$ cat src/rtl/h3df_pkg.sv
// ----------------------------------------------------------------------------
// h3df_pkg
// Shared types and codes of the HTTP/3 frame deframer.
// ----------------------------------------------------------------------------
`default_nettype none

package h3df_pkg;

	localparam int unsigned ByteW    = 8;
	localparam int unsigned VarintW  = 62;
	localparam int unsigned LeftW    = 3;

	localparam logic [1:0] PH_TYPE    = 2'd0;
	localparam logic [1:0] PH_LEN     = 2'd1;
	localparam logic [1:0] PH_PAYLOAD = 2'd2;

	localparam logic [1:0] KIND_DATA    = 2'd0;
	localparam logic [1:0] KIND_HEADERS = 2'd1;
	localparam logic [1:0] KIND_OTHER   = 2'd2;

	typedef struct packed {
		logic             valid;
		logic [ByteW-1:0] stream_byte;
	} in_item_t;

	typedef struct packed {
		logic             valid;
		logic [ByteW-1:0] payload_byte;
		logic             frame_kind;
		logic             frame_end;
	} res_item_t;

endpackage

`default_nettype wire

$ cat src/rtl/h3df_in_stage.sv
// ----------------------------------------------------------------------------
// h3df_in_stage
// Input register: holds one accepted stream byte until the parser takes it.
// ----------------------------------------------------------------------------
`default_nettype none

module h3df_in_stage
	import h3df_pkg::*;
(
	input  wire logic             clk,
	input  wire logic             arst_n,
	input  wire logic             s_tvalid,
	output logic                  s_tready,
	input  wire logic [ByteW-1:0] s_tdata,
	input  wire logic             advance,
	output in_item_t              item_s1
);

	logic             valid_s1;
	logic [ByteW-1:0] data_s1;

	assign s_tready = !valid_s1 || advance;

	always_ff @(posedge clk or negedge arst_n) begin
		if (!arst_n) begin
			valid_s1 <= 1'b0;
		end else if (s_tvalid && s_tready) begin
			valid_s1 <= 1'b1;
		end else if (advance) begin
			valid_s1 <= 1'b0;
		end
	end

	always_ff @(posedge clk) begin
		if (s_tvalid && s_tready) begin
			data_s1 <= s_tdata;
		end
	end

	assign item_s1.valid       = valid_s1;
	assign item_s1.stream_byte = data_s1;

endmodule

`default_nettype wire

$ cat src/rtl/h3df_parse.sv
// ----------------------------------------------------------------------------
// h3df_parse
// Frame parser: varint gathering for type and length, payload counting.
// ----------------------------------------------------------------------------
`default_nettype none

module h3df_parse
	import h3df_pkg::*;
(
	input  wire logic     clk,
	input  wire logic     arst_n,
	input  wire in_item_t item_s1,
	input  wire logic     advance,
	output res_item_t     res
);

	logic [1:0]         phase_q;
	logic [LeftW-1:0]   vleft_q;
	logic [VarintW-1:0] vvalue_q;
	logic [1:0]         kind_q;
	logic [VarintW-1:0] pleft_q;

	logic [LeftW-1:0]   vleft_d;
	logic [VarintW-1:0] vvalue_d;
	logic               vdone;
	logic               vzero;
	logic [VarintW-1:0] pleft_dec;
	logic               plast;
	logic [ByteW-1:0]   b;

	assign b = item_s1.stream_byte;

	always_comb begin
		if (vleft_q == '0) begin
			vvalue_d = {{(VarintW-6){1'b0}}, b[5:0]};
			case (b[7:6])
				2'd0:    vleft_d = LeftW'(0);
				2'd1:    vleft_d = LeftW'(1);
				2'd2:    vleft_d = LeftW'(3);
				default: vleft_d = LeftW'(7);
			endcase
		end else begin
			vvalue_d = {vvalue_q[VarintW-ByteW-1:0], b};
			vleft_d  = vleft_q - LeftW'(1);
		end
	end

	assign vdone     = (vleft_d == '0);
	assign vzero     = (vvalue_d == '0);
	assign pleft_dec = pleft_q - VarintW'(1);
	assign plast     = (pleft_dec == '0);

	always_comb begin
		res.valid        = advance && (phase_q == PH_PAYLOAD) && !kind_q[1];
		res.payload_byte = b;
		res.frame_kind   = kind_q[0];
		res.frame_end    = plast;
	end

	always_ff @(posedge clk or negedge arst_n) begin
		if (!arst_n) begin
			phase_q  <= PH_TYPE;
			vleft_q  <= '0;
			vvalue_q <= '0;
			kind_q   <= KIND_DATA;
			pleft_q  <= '0;
		end else if (advance) begin
			case (phase_q)
				PH_PAYLOAD: begin
					pleft_q <= pleft_dec;
					if (plast) begin
						phase_q <= PH_TYPE;
					end
				end
				PH_LEN: begin
					vleft_q  <= vleft_d;
					vvalue_q <= vvalue_d;
					if (vdone) begin
						if (vzero) begin
							phase_q <= PH_TYPE;
						end else begin
							pleft_q <= vvalue_d;
							phase_q <= PH_PAYLOAD;
						end
					end
				end
				default: begin
					vleft_q  <= vleft_d;
					vvalue_q <= vvalue_d;
					phase_q  <= PH_TYPE;
					if (vdone) begin
						if (vzero) begin
							kind_q <= KIND_DATA;
						end else if (vvalue_d == VarintW'(1)) begin
							kind_q <= KIND_HEADERS;
						end else begin
							kind_q <= KIND_OTHER;
						end
						phase_q <= PH_LEN;
					end
				end
			endcase
		end
	end

endmodule

`default_nettype wire

$ cat src/rtl/h3df_out_stage.sv
// ----------------------------------------------------------------------------
// h3df_out_stage
// Result register towards the master-side stream.
// ----------------------------------------------------------------------------
`default_nettype none

module h3df_out_stage
	import h3df_pkg::*;
(
	input  wire logic       clk,
	input  wire logic       arst_n,
	input  wire res_item_t  res,
	output logic            free,
	output logic            m_tvalid,
	input  wire logic       m_tready,
	output logic [ByteW-1:0] m_tdata,
	output logic            m_tuser,
	output logic            m_tlast
);

	logic             valid_q;
	logic [ByteW-1:0] data_q;
	logic             kind_q;
	logic             last_q;

	assign free = !valid_q || m_tready;

	always_ff @(posedge clk or negedge arst_n) begin
		if (!arst_n) begin
			valid_q <= 1'b0;
		end else if (free) begin
			valid_q <= res.valid;
		end
	end

	always_ff @(posedge clk) begin
		if (free && res.valid) begin
			data_q <= res.payload_byte;
			kind_q <= res.frame_kind;
			last_q <= res.frame_end;
		end
	end

	assign m_tvalid = valid_q;
	assign m_tdata  = data_q;
	assign m_tuser  = kind_q;
	assign m_tlast  = last_q;

endmodule

`default_nettype wire

$ cat src/rtl/http3_frame_deframer_core.sv
// ----------------------------------------------------------------------------
// http3_frame_deframer_core
// Splits a received HTTP/3 byte stream into frames and passes on the payload
// bytes of DATA and HEADERS frames.
//
// The slave-side stream carries one stream byte per transaction. Frame type
// and frame length are read as QUIC variable-length integers; the payload
// bytes of DATA and HEADERS frames leave on the master-side stream, with the
// frame kind on tuser and tlast on the final byte of each frame. Type bytes,
// length bytes and payload of any other frame type produce no transaction.
// An accepted byte waits in the input register and is parsed into the
// result register once that register is free. While the receiver does not
// stall, one byte is accepted per cycle, set by the single parser stage
// between the input and result registers. When the receiver stalls, the
// result register holds its transaction and the input register still takes
// one more byte; tready then drops until the result is taken. Reset empties
// both registers and returns the parser to reading a frame type.
// ----------------------------------------------------------------------------
`default_nettype none

module http3_frame_deframer_core
	import h3df_pkg::*;
(
	input  wire logic             clk,
	input  wire logic             arst_n,
	input  wire logic             s_tvalid,
	output logic                  s_tready,
	input  wire logic [ByteW-1:0] s_tdata,   // [7:0] stream_byte
	output logic                  m_tvalid,
	input  wire logic             m_tready,
	output logic [ByteW-1:0]      m_tdata,   // [7:0] payload_byte
	output logic                  m_tuser,   // [0] frame_kind
	output logic                  m_tlast
);

	in_item_t  item_s1;
	res_item_t res;
	logic      free;
	logic      advance;

	assign advance = item_s1.valid && free;

	h3df_in_stage u_in (
		.clk      (clk),
		.arst_n   (arst_n),
		.s_tvalid (s_tvalid),
		.s_tready (s_tready),
		.s_tdata  (s_tdata),
		.advance  (advance),
		.item_s1  (item_s1)
	);

	h3df_parse u_parse (
		.clk     (clk),
		.arst_n  (arst_n),
		.item_s1 (item_s1),
		.advance (advance),
		.res     (res)
	);

	h3df_out_stage u_out (
		.clk      (clk),
		.arst_n   (arst_n),
		.res      (res),
		.free     (free),
		.m_tvalid (m_tvalid),
		.m_tready (m_tready),
		.m_tdata  (m_tdata),
		.m_tuser  (m_tuser),
		.m_tlast  (m_tlast)
	);

endmodule

`default_nettype wire

$ cat config.mk
export PLATFORM = sky130hd
export DESIGN_NAME = http3_frame_deframer_core
export DESIGN_NICKNAME = d
export VERILOG_FILES = /design/src/rtl/h3df_pkg.sv /design/src/rtl/h3df_in_stage.sv /design/src/rtl/h3df_parse.sv /design/src/rtl/h3df_out_stage.sv /design/src/rtl/http3_frame_deframer_core.sv
export SDC_FILE = /design/constraint.sdc
export NUM_CORES = 1
export LEC_CHECK = 0
export ABC_AREA = 1
export ABC_CLOCK_PERIOD_IN_PS = 2700
export CORE_MARGIN = 5
export CORE_UTILIZATION = 46
export CTS_BUF_LIST = sky130_fd_sc_hd__clkbuf_2 sky130_fd_sc_hd__clkbuf_4 sky130_fd_sc_hd__clkbuf_8
export DETAILED_ROUTE_END_ITERATION = 12
export DONT_BUFFER_PORTS = 1
export SETUP_SLACK_MARGIN = 0.4
export SKIP_LAST_GASP = 1
export SYNTH_ARGS = -nofsm -noshare
export SYNTH_HDL_FRONTEND = slang
export SYNTH_HIERARCHICAL = 1
export SYNTH_SLANG_ARGS = --single-unit
$ cat constraint.sdc
create_clock -name clk -period 2.7 [get_ports clk]
set_input_delay 0.405 -clock clk [delete_from_list [all_inputs] [get_ports clk]]
set_output_delay 0.405 -clock clk [all_outputs]
set_load 0.005 [all_outputs]
# Word-level counts from Yosys, hierarchy flattened
# Index checks and enable logic that the tools add are counted.
[word_totals] register_bits=143 in_bits=12 out_inout_bits=12 word_cells=60
[op_classes] add_sub_neg=2 n_eq_ne=8 n_mux=15 bitwise=2 n_reduce_logical=22
[ops] cell="two-way mux 62 bit" n=3
[ops] cell="zero test 62 bit" n=2
[ops] cell="case mux 62 bit (2 select lines)" n=1
[ops] cell="== test 62 x 1 -> 1 bit, second input constant" n=1
[ops] cell="subtractor 62 x 1 -> 62 bit, second input constant" n=1
[ops] cell="two-way mux 2 bit" n=5
[ops] cell="case mux 3 bit (3 select lines)" n=1
[ops] cell="zero test 3 bit" n=2
[ops] cell="AND reduction 3 bit" n=2
[ops] cell="logical AND 1 bit" n=5
[ops] cell="== test 2 x 1 -> 1 bit, second input constant" n=2
[ops] cell="== test 2 bit, second input constant" n=2
[ops] cell="inequality test 2 x 1 -> 1 bit, second input constant" n=2
[ops] cell="case mux 2 bit (2 select lines)" n=1
[ops] cell="AND reduction 4 bit" n=1
[ops] cell="nonzero test 2 bit" n=2
[ops] cell="zero test 1 bit" n=3
[ops] cell="two-way mux 1 bit" n=3
[ops] cell="two-way mux 3 bit" n=1
[ops] cell="subtractor 3 x 1 -> 3 bit, second input constant" n=1
[ops] cell="zero test 2 bit" n=1
[ops] cell="logical OR 1 bit" n=2
[ops] cell="inequality test 2 bit, second input constant" n=1
[ops] cell="inverter 1 bit" n=2
[ops] cell="2 further kinds" n=2

# Logic depth before layout (Yosys ltp)
[logic_depth] ltp_word=6 mapped_depth=19 ltp_nobuf=19

# Modules after synthesis
# Netlist, hierarchy kept.
[modules_own_cells] mod="h3df_parse" n_inst=1 cells_each=1290 area_each_um2=8343.0 seq_area_each_um2=3078.0
[modules_own_cells] mod="h3df_out_stage" n_inst=1 cells_each=16 area_each_um2=345.3 seq_area_each_um2=325.3
[modules_own_cells] mod="h3df_in_stage" n_inst=1 cells_each=15 area_each_um2=292.8 seq_area_each_um2=265.3
[modules_own_cells] mod="http3_frame_deframer_core" n_inst=1 cells_each=2 area_each_um2=7.5 seq_area_each_um2=0.0

# Least setup slack after synthesis
# Ideal clock, no wire load.
[synth_timing] kind="register to register" startpoint="reg u_parse.pleft_q[0]" endpoint="reg u_out.last_q (netlist: u_out/m_tlast), data pin" setup_time_ns=0.125 arrival_ns=2.067 t_required_ns=2.575 path_slack_ns=0.508 path_stages_with_launch=18 n_path_buf=1 period_less_slack_ns=2.192 path_cell_list="dfrtp_1 inv_1 ha_1 nand2_1 nor2_4 nand2_2 nor2_1 nand2_1 nand2_1 inv_1 nor2_1 nand3b_1 nor2_1 nand4_1 nor2_1 nand3_1 nor2_1 buf_4"
[synth_between] elab_chain_cells=2
[synth_lines] item="start: declaration" line_no="h3df_parse.sv:21" source="logic [VarintW-1:0] pleft_q;"
[synth_lines] item="start signal: assignment" line_no="h3df_parse.sv:70" source="pleft_q <= pleft_dec;"
[synth_lines] item="start signal: assignment" line_no="h3df_parse.sv:82" source="pleft_q <= vvalue_d;"
[synth_lines] item="subtractor 62 x 1 -> 62 bit" line_no="h3df_parse.sv:50" source="assign pleft_dec = pleft_q - VarintW'(1);"
[synth_lines] item="zero test 62 bit" line_no="h3df_parse.sv:51" source="assign plast = (pleft_dec == '0);"
[synth_lines] item="named net u_parse.plast" line_no="h3df_parse.sv:28" source="logic plast;"
[synth_lines] item="end signal: assignment" line_no="h3df_out_stage.sv:40" source="last_q <= res.frame_end;"
[synth_lines] item="end: declaration" line_no="h3df_out_stage.sv:24" source="logic last_q;"
# The timed path passes the listed nets, and every way through them passes these cells.
# A chain may end at the register's enable or synchronous reset.

# Final worst setup path
[layout_timing] startpoint="reg u_parse.vleft_q[0]" endpoint="reg u_parse.pleft_q[1]"
[layout_between] elab_chain_cells=5 elab_cells_between_ends=9 cone_classes="1 x add/sub; 2 x eq/ne; 2 x mux; 4 x reduce/logical"
[layout_lines] item="start: declaration" line_no="h3df_parse.sv:18" source="logic [LeftW-1:0] vleft_q;"
[layout_lines] item="start signal: assignment" line_no="h3df_parse.sv:76" source="vleft_q <= vleft_d;"
[layout_lines] item="start signal: assignment" line_no="h3df_parse.sv:88" source="vleft_q <= vleft_d;"
[layout_lines] item="subtractor 3 x 1 -> 3 bit / zero test 3 bit (equally long branches)" line_no="h3df_parse.sv:44, h3df_parse.sv:34"
[layout_lines] item="two-way mux 3 bit / two-way mux 62 bit (equally long branches)" line_no="h3df_parse.sv:34" source="if (vleft_q == '0) begin"
[layout_lines] item="zero test 3 bit / zero test 62 bit (equally long branches)" line_no="h3df_parse.sv:48, h3df_parse.sv:49"
[layout_lines] item="inequality test 2 x 1 -> 1 bit (no source line) / inequality test 2 bit (equally long branches)"
[layout_lines] item="AND reduction 4 bit (no source line) (*)"
# Every way passes the cells marked *; elsewhere a longest branch is shown, timed or not.

==> out/results.txt <==
The maximum number of buffers from clock root to sink is 2. Fill cells in the final layout number 1884. Global routing used 29.3% of the available tracks across all layers.

The overall die height was 150 um; the routed wirelength normalized by instance count was 19.3 um. The run gives 1672 as the final cell count without fillers. The signal on the critical path passes through inv_2 -> ha_4 -> inv_2 -> nor2_4 -> inv_4 -> buf_12 -> nand2_1 -> nand4_1 -> nor3_2 -> nand4_1 -> nand2_2 -> o21ai_2 -> nand2_4 -> buf_6 -> buf_12 -> buf_12 -> nand2_1 -> o21ai_0. The logs give 1323 for the post-synthesis instance total and 0.45 ns for the latest clock arrival within the worst-skew pair. In the final design database the tool counted 1411 nets. The initialized floorplan defines 51 standard-cell rows.

The tools report the number of buffers created by CTS as 17. The die outline width is 150 um. The path class of the tightest hold or removal check is primary input to async pin. The checks that failed: negative hold slack. The endpoint identified for the worst register-to-register timing path is u_parse/pleft_q[1]. After Yosys synthesis, full adders, half adders and majority gates account for 0.835% of the synthesized area. STA classifies the critical path endpoint as a flip-flop. The growth of design area from synthesis to finish is 23.7%. The top cell types in the final layout, fill and taps aside, are sky130_fd_sc_hd__nand2_1, sky130_fd_sc_hd__nor2_1, sky130_fd_sc_hd__dfrtp_1. After detailed placement, the design holds a cell count of 1569. The final layout contains routed wiring with a total length of 32.3 mm.

The final hold violation count was 125. In this run the power density over the cells is 1270 mW/mm2. The count of buffers added on input and output ports is 0. The most frequent cell on the critical path is sky130_fd_sc_hd__buf_12. For the number of iterations in the first detailed-routing pass, the log shows 5. Sequential cells were found to cover 40.8% of the synthesized design area. Of the total synthesized cell area, the portion taken by AND, OR, NAND and NOR gates is 36.7%. Transition at the pin with the smallest max-transition slack: 0.496 ns. The number of nets with antenna violations after routing was 0; the multiplexer share of the synthesized area was 0.223%. The dominant synthesized flop cell was sky130_fd_sc_hd__dfrtp_1.

24 I/O pins were placed. The worst hold margin was -0.361 ns. After clock tree synthesis, the clock-pin slew on the worst setup and hold paths is 0.09 ns. In this run the worst path has a maximum fanout of 21. In this run the register-to-register setup slack is 0.07 ns. The routability-driven placement congestion ratio is 0.983. Setup repair after global routing could not meet its margin everywhere.

Detailed routing inserted a total of 9254 vias. The floorplan step defined a core boundary enclosing 0.0193 mm2. The first global-routing pass estimated 50.2 mm of wire. In the post-synthesis netlist, the biggest area contributors are sky130_fd_sc_hd__dfrtp_1, sky130_fd_sc_hd__nand2_1, sky130_fd_sc_hd__nor2_1. The detail-routed via count per cell is 5.53. TritonCTS built the clock tree.

For this run, the top clock speed supported by timing is 0.381 GHz. The worst setup path is launched from a flip-flop. The tools report the total congestion overflow as 0. For the count of cell types in the netlist, the log shows 33. Setup violations remaining at the end of the flow were counted as 0. Across the VDD grid, the largest voltage drop is 0.831 mV. The proportion of layout cells with a drive suffix above 1 came out at 20.2%. The final critical delay including setup and external delays was 2.63 ns; the number of cell instances on the worst register-to-register path was 18.

The flow ran to the end, but the final reports show violations. Across the run, the number of max-cap violations was 0. Counting every net in the synthesized netlist gives 1341. Critical-path cell with the highest stage delay: sky130_fd_sc_hd__dfrtp_1. Once detailed placement completed, the half-perimeter wirelength came to 22.3 mm.

The H-tree was split into 4 levels. The share of synthesized flip-flops with an asynchronous set or reset was 87.4%; the DRC violations left was 0. The worst pin sits at a relative slew slack of 66.8%. Entering global routing, the biggest net connects 126 pins. The XOR/XNOR share of the synthesized area was 1.36%. Top cell type by total area after synthesis: sky130_fd_sc_hd__dfrtp_1. For the total power, the log shows 14.1 mW. The Yosys step of the flow raised 6 warnings. The tools report the launching point of the worst reg2reg path as u_parse/vleft_q[0].

Clock skew on the completed layout was measured at 0.0145 ns. CTS saw 143 sinks. For the number of max-slew violations in the final report, the log shows 0. The tree is rooted in a sky130_fd_sc_hd__clkbuf_8.

The mapped netlist covers 0.00899 mm2. The worst setup path is of the flip-flop to flip-flop kind. The post-route clock period utilization is 97.2%. The via count of the first global-routing pass was 8785; the fraction of post-synthesis cell area in the top cell type by area was 34.8%. The first routing iteration left 986 violations. The total leakage power is 5.16 nW. The library cell used most frequently in the layout, excluding fill and tap cells, is sky130_fd_sc_hd__nand2_1. By area, the combinational part of the netlist is dominated by simple AND/OR/NAND/NOR gates.

In this run the mean area of a mapped cell was 6.79 um2. The arrival time of data at the critical path endpoint is 2.99 ns, and the flip-flop and latch count after synthesis is 143. Yosys mapped a number of flops with a built-in enable equal to 18. The initial utilization of the core area, before any placement, comes to 46.5%.

On the worst path, the slowest cell contributes a delay of 0.39 ns. The tools report the number of antenna violations at the first check in global routing as 0. Compound-gate portion of the synthesized area: 11.6%. The logs give 0.0224 mm2 for the floorplan die area and 3.07 ns for the required time at the worst-slack endpoint.
## where the power goes
group	internal (mW)	leakage, nW	switching [mW]
clock network	0.794	0.208	1.03
registers	2.92	1.80	0.845
logic	3.21	3.16	5.32
## metrics by stage
| step | util (%) | hold WS [ns] | worst slack [ns] | cell area, um2 | TNS (ns) |
|---|---|---|---|---|---|
| 6_report | 57.5 | -0.361 | 0.0746 | 11100 | 0 |
| 5_1_grt | 57.5 | -0.391 | -0.103 | 11100 | -2.03 |
| 4_1_cts | 56.4 | -0.379 | 0.169 | 10900 | 0 |
| 3_5_place_dp | 48.5 | 0.118 | -0.250 | 9380 | -0.280 |
| 3_3_place_gp | 48.5 | 0.115 | -0.268 | 9380 | -0.300 |
| 2_1_floorplan | - | 0.109 | 0.508 | 8990 | 0 |
## worst max path at each step
stage,to,from,cells past startpoint
after floorplan,u_out/m_tlast,u_parse/pleft_q[0],17
after global placement,u_out/m_tlast,u_parse/pleft_q[0],12
after detailed placement,u_out/m_tlast,u_parse/pleft_q[0],12
after CTS,u_out/m_tlast,u_parse/pleft_q[2],13
after global routing,u_parse/pleft_q[1],u_parse/vleft_q[0],20
final,u_parse/pleft_q[1],u_parse/vleft_q[0],18
## cell usage after synthesis, types with 12 or more instances
| cell type | count |
|---|---|
| sky130_fd_sc_hd__dfrtp_1 | 125 |
| sky130_fd_sc_hd__nand3_1 | 58 |
| sky130_fd_sc_hd__nand2_1 | 441 |
| sky130_fd_sc_hd__edfxtp_1 | 18 |
| sky130_fd_sc_hd__a21oi_1 | 19 |
| sky130_fd_sc_hd__buf_4 | 12 |
| sky130_fd_sc_hd__o21ai_1 | 52 |
| sky130_fd_sc_hd__nand4_1 | 27 |
| sky130_fd_sc_hd__clkbuf_1 | 25 |
| sky130_fd_sc_hd__nor2_1 | 205 |
| sky130_fd_sc_hd__o21ai_0 | 109 |
| sky130_fd_sc_hd__inv_1 | 108 |
## cells by family (layout without fill, tap and decap cells)
| group | after synthesis | in the layout |
|---|---|---|
| other cells | 0 | 1 |
| xor+xnor | 14 | 14 |
| simple gates | 789 | 789 |
| compound gates | 201 | 201 |
| mux | 2 | 2 |
| flops | 143 | 143 |
| buf+inv | 168 | 251 |
| fa+ha+maj | 6 | 6 |
## repair_timing
| action | 4_1_cts | 5_1_grt |
|---|---|---|
| pin swaps | 26 | 21 |
| hold endpoints to repair | 125 | 125 |
| endpoints found under the setup margin | 67 | 67 |
| setup buffers | 52 | 7 |
| gates resized for setup | 124 | 37 |
| gates cloned | 10 | 1 |
## per-layer routing
| metal | global-route usage [%] | wire (um) | vias to the layer above |
|---|---|---|---|
| met1 | 42.5 | 14500 | 4418 |
| met5 | 0 | 0 | - |
| met3 | 6.87 | 2650 | 49 |
| met2 | 44.6 | 14200 | 390 |
| li1 | - | - | 4397 |
| met4 | 7.14 | 828 | 0 |
## worst max-delay path, delay by kind of cell (launching register included)
family                     cells  cell delay, ns
AOI/OAI and AO/OA              2            0.16
and+or+nand+nor                8            1.10
buffers and inverters          7            0.75
DFF                            1            0.39
adders and majority gates      1            0.13
## area by class of cell
type	instances	area, um2	area share (%)
diodes	1	2.50	0.0225
clock buffers	18	241	2.17
clock inverters	14	161	1.45
inverters	111	419	3.77
multi-input cells	1012	5020	45.1
flip-flops and latches	143	3680	33.1
well taps	265	332	2.98
repair buffers	108	1270	11.4
## flip-flops by register name (all words and copies together) (netlist names)
name	cells
u_parse/pleft_q	62
u_parse/vvalue_q	54
u_in/data_s1	8
u_out/m_tdata	8
u_parse/vleft_q	3
u_parse/kind_q	2
u_parse/phase_q	2
u_in/valid_s1	1
u_out/m_tlast	1
u_out/m_tuser	1
u_out/m_tvalid	1
(Power assumes the default switching activity.)
